===== src/hdl/uctl_pkg.sv =====
`default_nettype none
package uctl_pkg;
    // input item modes
    localparam logic [1:0] MODE_START = 2'd0;
    localparam logic [1:0] MODE_OUT   = 2'd1;
    localparam logic [1:0] MODE_IN    = 2'd2;
    localparam logic [1:0] MODE_ERR   = 2'd3;

    // result actions
    localparam logic [2:0] ACT_NONE     = 3'd0;
    localparam logic [2:0] ACT_SETUP    = 3'd1;
    localparam logic [2:0] ACT_OUT_DATA = 3'd2;
    localparam logic [2:0] ACT_ARM_IN   = 3'd3;
    localparam logic [2:0] ACT_STAT_OUT = 3'd4;
    localparam logic [2:0] ACT_STAT_IN  = 3'd5;
    localparam logic [2:0] ACT_COMPLETE = 3'd6;

    // completion status codes
    localparam logic [2:0] ST_OK       = 3'd0;
    localparam logic [2:0] ST_OVERFLOW = 3'd1;
    localparam logic [2:0] ST_REMOTEIO = 3'd2;
    localparam logic [2:0] ST_PIPE     = 3'd3;
    localparam logic [2:0] ST_TIMEOUT  = 3'd4;
    localparam logic [2:0] ST_PROTO    = 3'd5;
    localparam logic [2:0] ST_NODEV    = 3'd6;
    localparam logic [2:0] ST_BUSY     = 3'd7;

    // error kinds reported with an error item
    localparam logic [3:0] ERR_NONE     = 4'd0;
    localparam logic [3:0] ERR_OVERRUN  = 4'd1;
    localparam logic [3:0] ERR_UNDERRUN = 4'd2;
    localparam logic [3:0] ERR_STALL    = 4'd3;
    localparam logic [3:0] ERR_TIMEOUT  = 4'd4;
    localparam logic [3:0] ERR_CRC      = 4'd5;
    localparam logic [3:0] ERR_TOGGLE   = 4'd6;
    localparam logic [3:0] ERR_PID      = 4'd7;

    localparam logic [6:0] SETUP_LEN = 7'd8;
    localparam logic [7:0] SPLIT_BIT = 8'h80;
    localparam logic [1:0] SPEED_LOW  = 2'd0;
    localparam logic [1:0] SPEED_HIGH = 2'd2;

    // classified item from front to back
    typedef struct packed {
        logic [1:0]  mode;
        logic [15:0] transfer_length;
        logic        is_out_direction;
        logic [6:0]  packet_size;
        logic        short_not_ok;
        logic [7:0]  rx_count;
        logic [2:0]  err_status;
        logic [7:0]  addr_byte;
        logic [7:0]  port_byte;
    } cmd_t;

    // one result item
    typedef struct packed {
        logic [2:0]  action;
        logic [6:0]  packet_length;
        logic [7:0]  accept_count;
        logic [15:0] bytes_done;
        logic [2:0]  done_status;
        logic        overflow_flag;
        logic        short_error;
        logic        resend;
        logic        rejected;
        logic [7:0]  addr_byte;
        logic [7:0]  port_byte;
    } res_t;
endpackage
`default_nettype wire


===== src/hdl/uctl_front.sv =====
`default_nettype none
module uctl_front #(
    parameter int MAX_PACKET_LIMIT = 64
) (
    input  wire logic [1:0]  mode,
    input  wire logic [15:0] transfer_length,
    input  wire logic        is_out_direction,
    input  wire logic [6:0]  max_packet,
    input  wire logic        short_not_ok,
    input  wire logic [7:0]  rx_count,
    input  wire logic [3:0]  error_kind,
    input  wire logic [6:0]  dev_address,
    input  wire logic [6:0]  port_number,
    input  wire logic [1:0]  speed,
    input  wire logic        via_hub,
    input  wire logic        shutting_down,
    output uctl_pkg::cmd_t   cmd
);
    localparam logic [6:0] PKT_MAX = 7'(MAX_PACKET_LIMIT);

    always_comb
    begin
        cmd = '0;
        cmd.mode             = mode;
        cmd.transfer_length  = transfer_length;
        cmd.is_out_direction = is_out_direction;
        cmd.short_not_ok     = short_not_ok;
        cmd.rx_count         = rx_count;
        // clamp packet size
        if (max_packet < 7'd8)
            cmd.packet_size = 7'd8;
        else if (max_packet > PKT_MAX)
            cmd.packet_size = PKT_MAX;
        else
            cmd.packet_size = max_packet;
        // split flags
        cmd.addr_byte = {1'b0, dev_address};
        cmd.port_byte = {1'b0, port_number};
        if (via_hub && speed != uctl_pkg::SPEED_HIGH)
            cmd.addr_byte = cmd.addr_byte | uctl_pkg::SPLIT_BIT;
        if (via_hub && speed == uctl_pkg::SPEED_LOW)
            cmd.port_byte = cmd.port_byte | uctl_pkg::SPLIT_BIT;
        // map error kind
        case (error_kind)
            uctl_pkg::ERR_NONE, uctl_pkg::ERR_OVERRUN:
                cmd.err_status = uctl_pkg::ST_OVERFLOW;
            uctl_pkg::ERR_UNDERRUN:
                cmd.err_status = uctl_pkg::ST_REMOTEIO;
            uctl_pkg::ERR_STALL:
                cmd.err_status = uctl_pkg::ST_PIPE;
            uctl_pkg::ERR_TIMEOUT:
                cmd.err_status = uctl_pkg::ST_TIMEOUT;
            uctl_pkg::ERR_CRC, uctl_pkg::ERR_TOGGLE, uctl_pkg::ERR_PID:
                cmd.err_status = uctl_pkg::ST_PROTO;
            default:
                cmd.err_status = uctl_pkg::ST_PIPE;
        endcase
        if (shutting_down)
            cmd.err_status = uctl_pkg::ST_NODEV;
    end
endmodule
`default_nettype wire


===== src/hdl/uctl_queue.sv =====
`default_nettype none
module uctl_queue #(
    parameter int W = 8
) (
    input  wire logic         clk,
    input  wire logic         rst_n,
    input  wire logic         in_valid,
    output logic              in_stall,
    input  wire logic [W-1:0] in_data,
    output logic              out_valid,
    input  wire logic         out_stall,
    output logic [W-1:0]      out_data
);
    // two-entry queue: main and skid
    logic         main_v_reg, skid_v_reg;
    logic [W-1:0] main_reg, skid_reg;

    assign out_valid = main_v_reg;
    assign out_data  = main_reg;
    assign in_stall  = skid_v_reg;

    always_ff @(posedge clk or negedge rst_n)
    begin
        if (!rst_n)
        begin
            main_v_reg <= 1'b0;
            skid_v_reg <= 1'b0;
        end
        else
        begin
            if (!main_v_reg || !out_stall)
            begin
                main_v_reg <= skid_v_reg || in_valid;
                skid_v_reg <= 1'b0;
            end
            else if (in_valid && !skid_v_reg)
                skid_v_reg <= 1'b1;
        end
    end

    always_ff @(posedge clk)
    begin
        if (!main_v_reg || !out_stall)
            main_reg <= skid_v_reg ? skid_reg : in_data;
        if (in_valid && !skid_v_reg)
            skid_reg <= in_data;
    end
endmodule
`default_nettype wire


===== src/hdl/uctl_back.sv =====
`default_nettype none
module uctl_back (
    input  wire logic     clk,
    input  wire logic     rst_n,
    input  wire logic     cmd_valid,
    output logic          cmd_stall,
    input  uctl_pkg::cmd_t cmd,
    output logic          res_valid,
    input  wire logic     res_stall,
    output uctl_pkg::res_t res
);
    localparam logic [2:0] S_IDLE   = 3'd0;
    localparam logic [2:0] S_SETUP  = 3'd1;
    localparam logic [2:0] S_OUT    = 3'd2;
    localparam logic [2:0] S_IN     = 3'd3;
    localparam logic [2:0] S_STATUS = 3'd4;

    logic [2:0]  stage_reg, stage_next;
    logic [15:0] total_reg, total_next, done_reg, done_next;
    logic [6:0]  last_reg, last_next, psize_reg, psize_next;
    logic        dir_reg, dir_next, sforb_reg, sforb_next;
    logic        ovf_reg, ovf_next, sseen_reg, sseen_next;
    logic        rv_reg;
    uctl_pkg::res_t r_reg, r_next;
    logic        go;
    logic [15:0] rem, sum_out, sum_in;
    logic [6:0]  out_len;
    logic [7:0]  acc;
    logic [2:0]  norm_st;

    assign res_valid = rv_reg;
    assign res       = r_reg;
    assign cmd_stall = rv_reg && res_stall;
    assign go        = cmd_valid && !cmd_stall;

    always_comb
    begin
        rem     = total_reg - done_reg;
        out_len = ({9'd0, psize_reg} < rem) ? psize_reg : rem[6:0];
        sum_out = done_reg + {9'd0, last_reg};
        acc     = ({8'd0, cmd.rx_count} > rem) ? rem[7:0] : cmd.rx_count;
        sum_in  = done_reg + {8'd0, acc};
        norm_st = ovf_reg ? uctl_pkg::ST_OVERFLOW
                : (sseen_reg ? uctl_pkg::ST_REMOTEIO : uctl_pkg::ST_OK);
    end

    // step the transfer
    always_comb
    begin
        stage_next = stage_reg; total_next = total_reg; done_next = done_reg;
        last_next = last_reg; psize_next = psize_reg; dir_next = dir_reg;
        sforb_next = sforb_reg; ovf_next = ovf_reg; sseen_next = sseen_reg;
        r_next = '0;
        case (cmd.mode)
            uctl_pkg::MODE_START:
            begin
                r_next.addr_byte = cmd.addr_byte;
                r_next.port_byte = cmd.port_byte;
                if (stage_reg != S_IDLE)
                begin
                    r_next.rejected    = 1'b1;
                    r_next.done_status = uctl_pkg::ST_BUSY;
                end
                else
                begin
                    total_next = cmd.transfer_length;
                    dir_next   = cmd.is_out_direction;
                    psize_next = cmd.packet_size;
                    sforb_next = cmd.short_not_ok;
                    done_next  = '0; last_next = '0;
                    ovf_next   = 1'b0; sseen_next = 1'b0;
                    stage_next = S_SETUP;
                    r_next.action        = uctl_pkg::ACT_SETUP;
                    r_next.packet_length = uctl_pkg::SETUP_LEN;
                end
            end
            uctl_pkg::MODE_OUT:
            begin
                if (stage_reg == S_SETUP)
                begin
                    if (total_reg == done_reg)
                    begin
                        stage_next = S_STATUS;
                        r_next.action = uctl_pkg::ACT_STAT_IN;
                    end
                    else if (dir_reg)
                    begin
                        last_next = out_len; stage_next = S_OUT;
                        r_next.action = uctl_pkg::ACT_OUT_DATA;
                        r_next.packet_length = out_len;
                    end
                    else
                    begin
                        stage_next = S_IN;
                        r_next.action = uctl_pkg::ACT_ARM_IN;
                    end
                end
                else if (stage_reg == S_OUT)
                begin
                    done_next = sum_out;
                    if (sum_out >= total_reg)
                    begin
                        stage_next = S_STATUS;
                        r_next.action = uctl_pkg::ACT_STAT_IN;
                    end
                    else
                    begin
                        // length from the advanced count
                        last_next = ({9'd0, psize_reg} < (total_reg - sum_out))
                                  ? psize_reg : 7'(total_reg - sum_out);
                        r_next.action = uctl_pkg::ACT_OUT_DATA;
                        r_next.packet_length = last_next;
                    end
                end
                else if (stage_reg == S_STATUS)
                begin
                    stage_next = S_IDLE;
                    r_next.action = uctl_pkg::ACT_COMPLETE;
                    r_next.done_status = norm_st;
                end
            end
            uctl_pkg::MODE_IN:
            begin
                if (stage_reg == S_IN)
                begin
                    if ({8'd0, cmd.rx_count} > rem)
                    begin
                        ovf_next = 1'b1;
                        r_next.overflow_flag = 1'b1;
                    end
                    r_next.accept_count = acc;
                    done_next = sum_in;
                    if (sum_in >= total_reg)
                    begin
                        stage_next = S_STATUS;
                        r_next.action = uctl_pkg::ACT_STAT_OUT;
                    end
                    else if ({1'b0, cmd.rx_count} < {2'b0, psize_reg})
                    begin
                        if (sforb_reg)
                        begin
                            sseen_next = 1'b1;
                            r_next.short_error = 1'b1;
                        end
                        stage_next = S_STATUS;
                        r_next.action = uctl_pkg::ACT_STAT_OUT;
                    end
                    else
                        r_next.action = uctl_pkg::ACT_ARM_IN;
                end
                else if (stage_reg == S_STATUS)
                begin
                    stage_next = S_IDLE;
                    r_next.action = uctl_pkg::ACT_COMPLETE;
                    r_next.done_status = norm_st;
                end
            end
            default:
            begin
                if (stage_reg != S_IDLE)
                begin
                    stage_next = S_IDLE;
                    r_next.action = uctl_pkg::ACT_COMPLETE;
                    r_next.done_status = cmd.err_status;
                    r_next.resend = (cmd.err_status == uctl_pkg::ST_PIPE)
                                 || (cmd.err_status == uctl_pkg::ST_NODEV);
                end
            end
        endcase
        r_next.bytes_done = done_next;
    end

    always_ff @(posedge clk or negedge rst_n)
    begin
        if (!rst_n)
        begin
            stage_reg <= S_IDLE; total_reg <= '0; done_reg <= '0;
            last_reg <= '0; psize_reg <= 7'd64; dir_reg <= 1'b0;
            sforb_reg <= 1'b0; ovf_reg <= 1'b0; sseen_reg <= 1'b0;
            rv_reg <= 1'b0;
        end
        else
        begin
            if (go)
            begin
                stage_reg <= stage_next; total_reg <= total_next;
                done_reg <= done_next; last_reg <= last_next;
                psize_reg <= psize_next; dir_reg <= dir_next;
                sforb_reg <= sforb_next; ovf_reg <= ovf_next;
                sseen_reg <= sseen_next;
            end
            if (!cmd_stall)
                rv_reg <= cmd_valid;
        end
    end

    always_ff @(posedge clk)
    begin
        if (go)
            r_reg <= r_next;
    end
endmodule
`default_nettype wire


===== src/hdl/usb_control_transfer_sequencer.sv =====
// USB control transfer sequencer, host side, endpoint zero.
// Input channel: in_valid/in_stall carry one event item (start, out-done,
// in-done, error) with its fields; the front classifies it (packet size
// clamp, split flags, error status) and writes it into a two-entry queue.
// The back pops one item per cycle while out_stall is low, steps the
// transfer state and writes one result item into an output register,
// shown on out_valid/out_stall. An accepted item passes through the queue's
// main entry and then the output register before out_valid rises.
// Throughput: one item per cycle while out_stall is low.
// When the receiver stalls, the output holds and the queue fills; once both
// queue entries are taken in_stall rises, so no item is lost.
// Reset (rst_n low, asynchronous) empties the queue and the output, sets
// the sequencer idle with packet size 64, and clears shutting_down.
// Configuration: register 0 (address 0) is shutting_down, bit 0; write only
// while the block is idle. pready is always high.
`default_nettype none
module usb_control_transfer_sequencer #(
    parameter int MAX_PACKET_LIMIT = 64
) (
    input  wire logic        clk,
    input  wire logic        rst_n,
    input  wire logic        psel,
    input  wire logic        penable,
    input  wire logic        pwrite,
    input  wire logic [0:0]  paddr,
    input  wire logic [31:0] pwdata,
    output logic [31:0]      prdata,
    output logic             pready,
    input  wire logic        in_valid,
    output logic             in_stall,
    input  wire logic [1:0]  mode,
    input  wire logic [15:0] transfer_length,
    input  wire logic        is_out_direction,
    input  wire logic [6:0]  max_packet,
    input  wire logic        short_not_ok,
    input  wire logic [7:0]  rx_count,
    input  wire logic [3:0]  error_kind,
    input  wire logic [6:0]  dev_address,
    input  wire logic [6:0]  port_number,
    input  wire logic [1:0]  speed,
    input  wire logic        via_hub,
    output logic             out_valid,
    input  wire logic        out_stall,
    output logic [2:0]       action,
    output logic [6:0]       packet_length,
    output logic [7:0]       accept_count,
    output logic [15:0]      bytes_done,
    output logic [2:0]       done_status,
    output logic             overflow_flag,
    output logic             short_error,
    output logic             resend,
    output logic             rejected,
    output logic [7:0]       addr_byte,
    output logic [7:0]       port_byte
);
    logic           shut_reg;
    uctl_pkg::cmd_t fcmd, qcmd;
    uctl_pkg::res_t res;
    logic           q_valid, q_stall;

    // configuration register
    assign pready = 1'b1;
    assign prdata = (paddr == 1'b0) ? {31'd0, shut_reg} : 32'd0;

    always_ff @(posedge clk or negedge rst_n)
    begin
        if (!rst_n)
            shut_reg <= 1'b0;
        else if (psel && penable && pwrite && paddr == 1'b0)
            shut_reg <= pwdata[0];
    end

    uctl_front #(.MAX_PACKET_LIMIT(MAX_PACKET_LIMIT)) u_front (
        .mode(mode), .transfer_length(transfer_length),
        .is_out_direction(is_out_direction), .max_packet(max_packet),
        .short_not_ok(short_not_ok), .rx_count(rx_count),
        .error_kind(error_kind), .dev_address(dev_address),
        .port_number(port_number), .speed(speed), .via_hub(via_hub),
        .shutting_down(shut_reg), .cmd(fcmd)
    );

    uctl_queue #(.W($bits(uctl_pkg::cmd_t))) u_queue (
        .clk(clk), .rst_n(rst_n),
        .in_valid(in_valid), .in_stall(in_stall), .in_data(fcmd),
        .out_valid(q_valid), .out_stall(q_stall), .out_data(qcmd)
    );

    uctl_back u_back (
        .clk(clk), .rst_n(rst_n),
        .cmd_valid(q_valid), .cmd_stall(q_stall), .cmd(qcmd),
        .res_valid(out_valid), .res_stall(out_stall), .res(res)
    );

    assign action        = res.action;
    assign packet_length = res.packet_length;
    assign accept_count  = res.accept_count;
    assign bytes_done    = res.bytes_done;
    assign done_status   = res.done_status;
    assign overflow_flag = res.overflow_flag;
    assign short_error   = res.short_error;
    assign resend        = res.resend;
    assign rejected      = res.rejected;
    assign addr_byte     = res.addr_byte;
    assign port_byte     = res.port_byte;
endmodule
`default_nettype wire

===== config.mk =====
export PLATFORM = sky130hd
export DESIGN_NAME = usb_control_transfer_sequencer
export DESIGN_NICKNAME = d
export VERILOG_FILES = /design/src/hdl/uctl_pkg.sv /design/src/hdl/uctl_front.sv /design/src/hdl/uctl_queue.sv /design/src/hdl/uctl_back.sv /design/src/hdl/usb_control_transfer_sequencer.sv
export SDC_FILE = /design/constraint.sdc
export NUM_CORES = 1
export LEC_CHECK = 0
export ABC_AREA = 1
export BUFFER_PORTS_ARGS = -buffer_cell sky130_fd_sc_hd__buf_2
export CORE_MARGIN = 2
export CORE_UTILIZATION = 28
export CTS_CLUSTER_SIZE = 28
export DETAILED_ROUTE_END_ITERATION = 10
export GPL_TIMING_DRIVEN = 1
export PLACE_DENSITY = 0.57
export SLEW_MARGIN = 20
export SYNTH_ARGS = -nofsm -noshare
export SYNTH_HDL_FRONTEND = slang
export SYNTH_HIERARCHICAL = 1
export SYNTH_SLANG_ARGS = --single-unit
export TNS_END_PERCENT = 100

===== constraint.sdc =====
create_clock -name clk -period 5.2 [get_ports clk]
set_clock_uncertainty 0.1 [all_clocks]
set_input_delay 0.26 -clock clk [delete_from_list [all_inputs] [get_ports clk]]
set_output_delay 0.26 -clock clk [all_outputs]
set_load 0.01 [all_outputs]

==> key figures <==
Outcome
  • Outcome: finished with violations
  • Violated checks: setup timing

CTS
  • Total CTS buffers: 26
  • Clock slew at reported path FFs: 0.06 ns
  • Clk sink count: 222
  • Root Driver: clkbuf_16
  • H-tree Lvls: 1
  • Bufs on Longest Clock Path: 3
  • CTS tree: built
  • Clk_lat worst skew: 0.56 ns

Power and ir drop
  • Leak: 9.02 nW
  • Logic pwr share: 61.0%
  • VDD IR-drop max: 0.000306 V
  • Pwr per Cell Area: 577 nW/µm²
  • Reg power frac: 22.7%
  • P_sw: 4.87 mW
  • Clock share of power: 16.3%
  • Net Sw Frac: 45.0%
  • Internal power: 5.94 mW

Critical path
  • Crit path required time: 5.39 ns
  • Setup Crit Path Kind: flop to flop
  • Critical Path End Type: flop
  • Worst reg2reg path endpoint: u_back/res[18]
  • Crit-path max cell delay: 0.39 ns
  • Slowest cell on crit path: dfrtp_1
  • Startpoint Class: flop
  • Cells on worst reg2reg path: 42
  • CP Max Fanout: 7
  • Critical path data arrival time: 5.78 ns
  • Flop2flop setup slack: -0.39 ns
  • Reg2Reg Launch Point: u_back/total_reg[0]
  • CP top delay family: simple AND/OR/NAND/NOR gates
  • Worst path bufs/invs: 9

Global route
  • Number of global-route vias before repair: 12.6k
  • First-pass GRT wire length: 70.9 mm
  • Largest net degree at the start of global routing: 89
  • Global route hottest layer: met2
  • M3 GR Usage: 1.89%
  • Grt met2 use: 27.3%
  • GR Util All Layers: 17.2%
  • Met1 Use GR: 24.4%
  • GRT overflow: 0
  • Initial antenna violation count: 0

Place
  • Inst Count DP: 2,625
  • PortBufs: 124
  • Placement Setup Slack: -0.645 ns
  • Dpl hpwl: 34.6 mm
  • Routability cong.: 0.928

Die
  • IO Count: 188
  • # rows: 82
  • Initial Util: 28.3%
  • DIE HEIGHT: 229 µm
  • Core Footprint: 50,100 µm²
  • Die ar.: 52,400 µm²
  • Die span in x: 229 µm

Route
  • DRC Markers: 0
  • Vias per cell: 4.49
  • Avg WL per Cell: 16.3 µm
  • Drt first pass iters: 7
  • Routed Antenna Nets: 0
  • Post-Route WL: 45.4 mm
  • Detailed-route via count: 12.5k
  • Detailed Route Iter0 Violations: 787

Timing
  • Final setup vio count: 9
  • Slew Limit Headroom: 29.9%
  • RSZ-0062 raised after global routing: true
  • Fmax: 179 MHz
  • Final hold vios: 0
  • Final WS setup: -0.389 ns
  • Minimum clock period: 5.59 ns
  • Worst Max-Slew Pin Slew: 1.05 ns
  • Period Utilization, post-route: 107%
  • Max-slew violation count: 0

Cells and area
  • Layout cell share with drive strength beyond 1: 24.9%
  • Filler instances: 5,227
  • Final Core Density: 37.4%
  • Final std cells w/o fill: 2,790
  • Layout net count: 2,283
  • Area delta synth->final: 32.1%
  • Max reg flops: 57
  • N_diodes: 0

Logic synthesis
  • FF+latch count, synth: 222
  • Post-synth EDFFs: 165
  • YS warnings: 6
  • Synthesized area: 14,200 µm²
  • Main flop type after synthesis: edfxtp_1
  • Cells after Synth: 1,747
  • Post-synthesis average cell area: 8.11 µm²
  • Yosys cell types: 53
  • Async set or reset register ratio after synthesis: 25.7%
  • Sequential area share after synthesis: 45.0%

Worst hold path
  • Hold Path Depth: 3
  • Hold EP: u_queue/skid_reg[18]
  • Min-Delay Path Class: primary input to flop
  • Start point of the worst hold path: error_kind[2]

Flow run
  • Max Cap Viol: 0
## cell usage in the layout, fill, tap and decap left out, types with 21 or more instances in the layout
cell           netlist  layout
inv_2                6      22
conb_1               2      32
nand4_1             32      32
clkbuf_16            0      26
o21ai_0             62      57
buf_4               76     198
nand2_2              8      30
dlygate4sd3_1        0      62
inv_1              246     229
nor2_1             101      86
ha_1                85      71
nand3_1             89      82
nand2_1            590     565
xor2_1              28      21
buf_2               10     124
a21oi_1             57      48
dfrtp_1             56      53
edfxtp_1           165     165
## per-layer routing
metal	part of all wire [%]	wire, µm
met5	0	0
met4	2.8	1280
met3	4.6	2100
met2	45	20300
met1	48	21700
## worst register-to-register path: cells and delay by family, from the launching register on
family                     cells  cell delay, ns
adders and majority gates      6            1.46
DFF                            1            0.39
buffers and inverters          9            0.63
and+or+nand+nor               23            2.24
AOI/OAI and AO/OA              4            0.52
## per-stage QoR
step                      TNS (ns)  power, mW  instance area (µm²)  hold slack, ns
after floorplan                  0       5.98                14300          -0.136
after global placement       -3.60       8.16                16300           0.345
after detailed placement     -4.41       8.20                16300           0.345
after CTS                    -1.61       10.5                18300          0.0200
after global routing         -5.41       11.7                18700          0.0408
final                        -2.96       10.8                18700          0.0375
## worst max path at each step
stage                     endpoint  slack, ns                start  cells past startpoint
2_1_floorplan  u_back/stage_reg[2]      0.003  u_back/total_reg[0]                     43
3_3_place_gp   u_back/stage_reg[1]      -0.53  u_back/total_reg[0]                     45
3_5_place_dp   u_back/stage_reg[2]      -0.65  u_back/total_reg[0]                     45
4_1_cts             u_back/res[56]      -0.23   u_back/done_reg[2]                     43
5_1_grt        u_back/stage_reg[2]      -0.66  u_back/total_reg[0]                     43
6_report            u_back/res[18]      -0.39  u_back/total_reg[0]                     42
## cells in the mapped netlist (5+ instances only)
master	n	area (µm²)
nor2_2	9	56.3
xor2_1	28	245
and2_1	5	31.3
nand4_1	32	200
o21ai_1	8	40.0
a21oi_1	57	285
inv_1	246	923
nand3b_1	6	45.0
o22ai_1	7	43.8
dfrtp_1	56	1400
o211ai_1	5	37.5
nand2_1	590	2210
ha_1	85	1060
o2111ai_1	9	78.8
edfxtp_1	165	4950
inv_2	6	22.5
buf_6	5	56.3
nand3_1	89	445
nor3_1	15	75.1
nand3_2	5	50.1
o21ai_0	62	310
buf_2	10	50.1
nand2_2	8	50.1
nor2_1	101	379
o21bai_1	6	45.0
buf_4	76	571
clkbuf_1	12	45.0
## area by class of cell
cell class	count	area (µm²)	area share, %
Clock inverter	15	118	0.628
Timing Repair Buffer	395	2870	15.3
Sequential cell	222	6390	34.1
Inverter	253	952	5.09
Tap cell	672	841	4.49
Multi-Input combinational cell	1200	6860	36.6
Clock buffer	33	697	3.72
## power by group through the flow
| stage | clock network (mW) | registers [mW] | logic [mW] |
|---|---|---|---|
| detailed placement | 0 | 2.48 | 5.72 |
| global route | 1.90 | 2.49 | 7.29 |
| global placement | 0 | 2.48 | 5.68 |
| CTS | 1.83 | 2.45 | 6.21 |
| floorplan | 0 | 2.46 | 3.52 |
| finish | 1.76 | 2.45 | 6.59 |
## repair_timing
action | 4_1_cts | 5_1_grt
setup buffers | 49 | 5
setup endpoints to repair | 8 | 12
cloned | 1 | 0
gates resized for setup | 54 | 75
hold buffers | 62 | 0
pin swaps | 32 | 40
endpoints found under the hold margin | 155 | 0
## cell families (layout without fill, tap and decap cells)
family,count (synthesis),in the layout,share of synthesized area [%]
simple gates,873,874,26.0
xor+xnor,33,33,2.09
buf+inv,356,696,11.8
other cells,2,32,0.0530
compound gates,172,172,6.98
fa+ha+maj,89,89,8.07
flops,222,222,45.0
Power figures use the tool's default switching activity.
